`config.mk`:
```
export PLATFORM = sky130hd
export DESIGN_NAME = fca_step_unit
export DESIGN_NICKNAME = d
export VERILOG_FILES = /design/src/sv/assert_macros.svh /design/src/sv/fca_pkg.sv /design/src/sv/fca_step_unit.sv
export SDC_FILE = /design/constraint.sdc
export NUM_CORES = 1
export LEC_CHECK = 0
export BUFFER_PORTS_ARGS = -buffer_cell sky130_fd_sc_hd__buf_4
export CAP_MARGIN = 10
export CORE_UTILIZATION = 40
export DETAILED_ROUTE_END_ITERATION = 8
export PLACE_DENSITY = 0.76
export SLEW_MARGIN = 30
export SYNTH_ARGS = -nofsm -noshare
export SYNTH_HDL_FRONTEND = slang
export SYNTH_SLANG_ARGS = --single-unit
```
`constraint.sdc`:
```
create_clock -name vclk -period 2.7
set_clock_uncertainty 0.05 [all_clocks]
set_input_delay 0.135 -clock vclk [all_inputs]
set_output_delay 0.135 -clock vclk [all_outputs]
set_load 0.02 [all_outputs]
```
`src/sv/assert_macros.svh`:
```
// assert_macros.svh: concurrent assertion macros for the allocation table block.
// Included by the top level; no other dependencies.
`ifndef ASSERT_MACROS_SVH
`define ASSERT_MACROS_SVH

// Clocked check that is switched off while reset is asserted.
`define FCA_ASSERT(lbl, clk, rstn, prop) \
  lbl: assert property (@(posedge clk) disable iff (!rstn) (prop)) \
    else $error("fat_chain_allocator: assertion failed");

// Clocked check that also holds while reset is asserted.
`define FCA_ASSERT_ALWAYS(lbl, clk, prop) \
  lbl: assert property (@(posedge clk) (prop)) \
    else $error("fat_chain_allocator: assertion failed");

`endif

```
`src/sv/fca_pkg.sv`:
```
// fca_pkg: types, widths and codes shared by the allocation table block.
// No dependencies; imported by every module of the block.
package fca_pkg;

  localparam int unsigned FCA_TABLE_DEPTH = 4096;
  localparam int unsigned BLOCK_W         = 12;
  localparam int unsigned COUNT_W         = 13;
  localparam int unsigned TOTAL_W         = 13;
  localparam int unsigned TBLK_W          = 7;
  localparam int unsigned CFG_DATA_W      = 13;

  localparam logic [TOTAL_W-1:0] TOTAL_RESET = 13'd4096;
  localparam logic [TBLK_W-1:0]  TBLK_RESET  = 7'd4;

  localparam logic [BLOCK_W-1:0] ENTRY_FREE = 12'd0;
  localparam logic [BLOCK_W-1:0] ENTRY_END  = 12'd1;
  localparam logic [2:0]         META_FIXED = 3'd2;

  localparam logic [1:0] MODE_FORMAT   = 2'd0;
  localparam logic [1:0] MODE_ALLOCATE = 2'd1;
  localparam logic [1:0] MODE_FREE     = 2'd2;
  localparam logic [1:0] MODE_SEEK     = 2'd3;

  localparam logic [1:0] STAT_OK        = 2'd0;
  localparam logic [1:0] STAT_NO_FREE   = 2'd1;
  localparam logic [1:0] STAT_CHAIN_END = 2'd2;
  localparam logic [1:0] STAT_BOUND     = 2'd3;

  localparam logic CFG_TOTAL_BLOCKS = 1'b0;
  localparam logic CFG_TABLE_BLOCKS = 1'b1;

  typedef struct packed {
    logic [1:0]         mode;
    logic [BLOCK_W-1:0] start_block;
    logic               link_after;
    logic [BLOCK_W-1:0] walk_count;
  } fca_in_t;

  typedef struct packed {
    logic [1:0]         status;
    logic [BLOCK_W-1:0] result_block;
    logic [COUNT_W-1:0] freed_count;
  } fca_out_t;

  typedef struct packed {
    logic ge_lim;
    logic inc_ge_lim;
    logic is_end;
  } fca_flags_t;

endpackage

```
`src/sv/fca_step_unit.sv`:
```
// fca_step_unit: shared compare and increment unit used by the sequencer steps.
// Depends on fca_pkg for the flag struct and the end-of-chain code.
module fca_step_unit import fca_pkg::*; #(
  parameter int unsigned CW = COUNT_W
) (
  input  logic [CW-1:0] x_i,
  input  logic [CW-1:0] lim_i,
  output logic [CW-1:0] inc_o,
  output fca_flags_t    flags_o
);

  logic [CW-1:0] inc;

  assign inc                = x_i + CW'(1);
  assign inc_o              = inc;
  assign flags_o.ge_lim     = (x_i >= lim_i);
  assign flags_o.inc_ge_lim = (inc >= lim_i);
  assign flags_o.is_end     = (x_i == CW'(ENTRY_END));

endmodule

```
==> impl_metrics.yaml, run 1 <==
outcome:
  outcome: "complete, no violations"
yosys:
  avgSynthCellArea_um2: 7.41
  synth_fa_ha_area_frac: 0.426
  synth_mux_area_frac: 0
  synth.cell_area_um2: 852
  synth_compound_area_frac: 0.162
  synth_cell_types: 24
  synthXorXnorAreaFrac: 0.113
  synthSimpleGateAreaFrac: 0.233
  syn_nets: 170
  ys_seq_area_frac: 0
  synth_top_family_by_area: "adder cells"
  synth_cells: 115
  yosysWarnings: 0
layout:
  drive_gt1_frac: 0.293
  diodes: 0
  nClkBuffers: 0
  nFillCells: 198
  final_cell_mix: "buf_4 (42), ha_1 (29), inv_1 (15), a21oi_1 (12), nand2_1 (11)"
  area_delta_synth_final_pct: 41.0
  final-seq-area_um2: 0
  fin_nets: 214
  seq_cell_count: 0
  layout_commonest_cell: "buf_4"
  stdcell_count: 184
grt:
  antenna_found_initial: 0
  grt_use_total: 0.193
  grt_max_degree: 8
  use_met2: 0.405
  met1_usage: 0.224
  overflow: 0
  grt_pass1_wl_um: 3260
  grt_pass1_vias: 830
  globalRouteMet3Util: 0.00370
  grt-busiest-layer: "met2"
timing:
  hold_viol: 0
  setup_viol: 0
  timing.final.max_slew_violations: 0
  tightest_slew_ns: 0.262
  finalCriticalPeriod_ns: 2.27
  fin_tns_setup_ns: 0
  post-route-period-util: 0.840
  fmax_mhz: 441
  relSlewSlack: 0.823
  rsz0062_at_grt: "false"
power:
  intPower_mw: 0.0945
  ir_worst_vdd_v: 0.0000932
  p_per_area_mw_per_mm2: 167
  p_comb_frac: 1.000
  p_clk_frac: 0
  p_switching_mw: 0.106
  p_leak_nw: 0.659
  switching_share: 0.528
  seq_power_share: 0
floorplanning:
  ios: 42
  die_area_mm2: 0.00232
  fp.dieW_um: 48.2
  start_util: 0.430
  die_h_um: 48.2
  std_cell_rows: 16
  core_mm2: 0.00198
clocking:
  post_cts_resized: 0
  hold_buffers: 0
  post_cts_buffers: 0
critical_path:
  crit_type: "in -> out"
  worst-path-max-fanout: 7
  crit_required_ns: 2.52
  arrival_ns: 2.08
  end_kind: "output port"
  cp-start-kind: "primary input"
placed_design:
  place.gp.congestion: 0.770
  dp_hpwl_um: 2010
  dpl.cell_count: 184
  io_buffers: 42
detailed_routing:
  routed_via_density: 5.11
  drt_wl_total_um: 2200
  ant_nets: 0
  vias: 940
  wl_per_cell_um: 11.9
  drc: 0
  drtIter0Drc: 2
  first_pass_iters: 3
worst_hold_path:
  hp-class: "in -> out"
flow_run:
  drv_cap: 0
## layout make-up
type	count	area, um^2	area share
repair buffers	42	315	0.263
multi-input cells	100	796	0.663
inverters	15	56.3	0.0469
well taps	27	33.8	0.0281
## critical path: stages
cell and delay (ns):
buf_4 0.12, and4_4 0.26, and2_4 0.16, nand2_1 0.06, xnor2_1 0.22, ha_1 0.29
a21o_1 0.16, a211o_1 0.29, a21oi_1 0.13, o21ai_0 0.09, buf_4 0.16
## through the flow
stage / power [mW] / setup WS (ns) / utilization / area [um^2] / hold WS (ns)
after floorplan: 0.110 / 0.392 / - / 852 / 0.306
after global placement: 0.194 / 0.550 / 0.606 / 1200 / 0.543
after detailed placement: 0.202 / 0.447 / 0.606 / 1200 / 0.546
after CTS: 0.203 / 0.446 / 0.606 / 1200 / 0.548
after global routing: 0.225 / 0.310 / 0.606 / 1200 / 0.579
final: 0.200 / 0.433 / 0.606 / 1200 / 0.544
## Yosys cell counts, types with 2 or more instances
| master | n | area [um^2] |
|---|---|---|
| a21o_1 | 2 | 15.0 |
| a21oi_1 | 12 | 60.1 |
| and2_1 | 2 | 12.5 |
| and3_1 | 2 | 12.5 |
| ha_1 | 29 | 363 |
| inv_1 | 15 | 56.3 |
| nand2_1 | 11 | 41.3 |
| nand3_1 | 6 | 30.0 |
| nand4_1 | 2 | 12.5 |
| nor2_1 | 3 | 11.3 |
| nor4_1 | 2 | 12.5 |
| o21ai_0 | 8 | 40.0 |
| xnor2_1 | 10 | 87.6 |
## final timing paths
kind | slack, ns | to | startpoint | cells past startpoint
worst min-delay path | 0.54 | inc_o[0] | x_i[0] | 3
worst max-delay path | 0.43 | flags_o[1] | x_i[2] | 11
## power groups by stage
stage                     Combinational [mW]  Sequential, mW  Clock [mW]
after floorplan                        0.110               0           0
after global placement                 0.194               0           0
after detailed placement               0.202               0           0
after CTS                              0.203               0           0
after global routing                   0.225               0           0
final                                  0.200               0           0
## logic make-up (layout without fill, tap and decap cells)
kind of cell,count (synthesis),count (layout)
AOI/OAI and AO/OA,25,25
adders and majority gates,29,29
buffers and inverters,15,57
xor gates and xnor gates,11,11
and+or+nand+nor,35,35
## metal layers
layer	share of wire	vias up
met2	0.51	30
met5	0	-
met3	0.057	0
met1	0.43	411
li1	-	499
met4	0	0
No activity file was read; power rests on OpenSTA's default activity.
==> run 2: changes to the inputs <==
--- a/config.mk
+++ b/config.mk
@@ -9,7 +9,7 @@
 export CAP_MARGIN = 10
 export CORE_UTILIZATION = 40
 export DETAILED_ROUTE_END_ITERATION = 8
-export PLACE_DENSITY = 0.76
+export PLACE_DENSITY = 0.79
 export SLEW_MARGIN = 30
 export SYNTH_ARGS = -nofsm -noshare
 export SYNTH_HDL_FRONTEND = slang
==> constraint.sdc (replaced) <==
create_clock -name vclk -period 2
set_clock_uncertainty 0.05 [all_clocks]
set_input_delay 0.1 -clock vclk [all_inputs]
set_output_delay 0.1 -clock vclk [all_outputs]
set_load 0.02 [all_outputs]
==> impl_metrics.yaml, run 2 (synthesized netlist as in run 1, its figures left out) <==
outcome:
  outcome: "complete, no violations"
floorplanning:
  die_h_um: 48.2
  core_mm2: 0.00198
  ios: 42
  die_area_mm2: 0.00232
  fp.dieW_um: 48.2
  start_util: 0.430
  std_cell_rows: 16
grt:
  grt_use_total: 0.218
  overflow: 0
  grt_max_degree: 7
  grt_pass1_vias: 917
  grt_pass1_wl_um: 3660
  antenna_found_initial: 0
timing:
  timing.final.max_slew_violations: 0
  setup_viol: 0
  rsz0062_at_grt: "true"
  fmax_mhz: 503
  relSlewSlack: 0.802
  hold_viol: 0
  tightest_slew_ns: 0.293
  setup_ws_ns: 0.0130
  finalCriticalPeriod_ns: 1.99
  fin_tns_setup_ns: 0
  post-route-period-util: 0.994
critical_path:
  arrival_ns: 1.84
  end_kind: "output port"
  crit_required_ns: 1.85
  cp-start-kind: "primary input"
  crit_type: "in -> out"
  worst-path-max-fanout: 2
  crit_start: "x_i[4]"
power:
  p_leak_nw: 0.775
  p_per_area_mw_per_mm2: 224
  ir_worst_vdd_v: 0.000140
layout:
  diodes: 0
  fin_nets: 231
  drive_gt1_frac: 0.420
  final-seq-area_um2: 0
  layout_commonest_cell: "buf_4"
  nClkBuffers: 0
  seq_cell_count: 0
  final_cell_mix: "buf_4 (54), ha_1 (29), inv_1 (15), nand2_1 (10), a21oi_1 (10)"
  fin_area_mm2: 0.00142
  nFillCells: 162
  area_delta_synth_final_pct: 66.1
clocking:
  hold_buffers: 0
detailed_routing:
  drtIter0Drc: 12
  drc: 0
  wl_per_cell_um: 12.5
  vias: 1056
  first_pass_iters: 4
  drt_wl_total_um: 2520
  ant_nets: 0
  routed_via_density: 5.25
placed_design:
  placed_cell_area_mm2: 0.00134
  place_ws_ns: -0.0271
  place.gp.congestion: 0.894
  dp_hpwl_um: 2170
  io_buffers: 42
worst_hold_path:
  worstHoldStart: "x_i[11]"
  hp-class: "in -> out"
flow_run:
  drv_cap: 0
run 2: cell count changes in the layout (fill, tap and decap cells not counted), moves of 4 or more:
cell,change
buf_4,+12
buf_6,+5
xnor2_1,-4
xnor2_2,+4
run 2: area by class of cell:
type / count / area [um^2] / area share
Inverter: 15 / 56.3 / 0.0398
Multi-Input combinational cell: 100 / 863 / 0.610
Tap cell: 27 / 33.8 / 0.0239
Timing Repair Buffer: 59 / 462 / 0.326
run 2: metal layers:
metal  GRT usage  vias up  share of wire
li1            -      530              -
met1       0.247      483           0.42
met2       0.437       39           0.52
met3     0.00741        4          0.044
met4      0.0500        0          0.017
met5           0        -              0
run 2: what timing repair did:
item | CTS | global route
buffers inserted | 0 | 2
resized for setup | 4 | 10
setup endpoints to repair | 1 | 1
pin swaps | 2 | 10
hold endpoints to repair | 0 | 0
run 2: path summary, 6_finish.rpt:
check	slack (ns)	end	cells past startpoint
worst max-delay path	0.01	flags_o[1]	11
worst min-delay path	0.51	inc_o[11]	3
run 2: critical path, stage by stage:
cell     delay (ns)
buf_6          0.07
and4_4         0.23
and2_4         0.16
buf_6          0.11
nand3_4        0.07
xnor2_2        0.15
ha_1           0.31
a211o_1        0.31
a21oi_2        0.13
o21ai_2        0.07
buf_6          0.13
run 2: stage by stage:
stage	cells	total power [mW]	util	hold WS, ns
after floorplan	115	0.154	-	0.236
after global placement	199	0.287	0.674	0.506
after detailed placement	199	0.298	0.674	0.509
after CTS	199	0.304	0.681	0.508
after global routing	201	0.350	0.714	0.533
final	201	0.317	0.714	0.511
run 2: power breakdown:
| group | internal (mW) | leakage, nW | switching, mW | total (mW) |
|---|---|---|---|---|
| logic | 0.157 | 0.775 | 0.160 | 0.317 |
| clock network | 0 | 0 | 0 | 0 |
| registers | 0 | 0 | 0 | 0 |
| total | 0.157 | 0.775 | 0.160 | 0.317 |
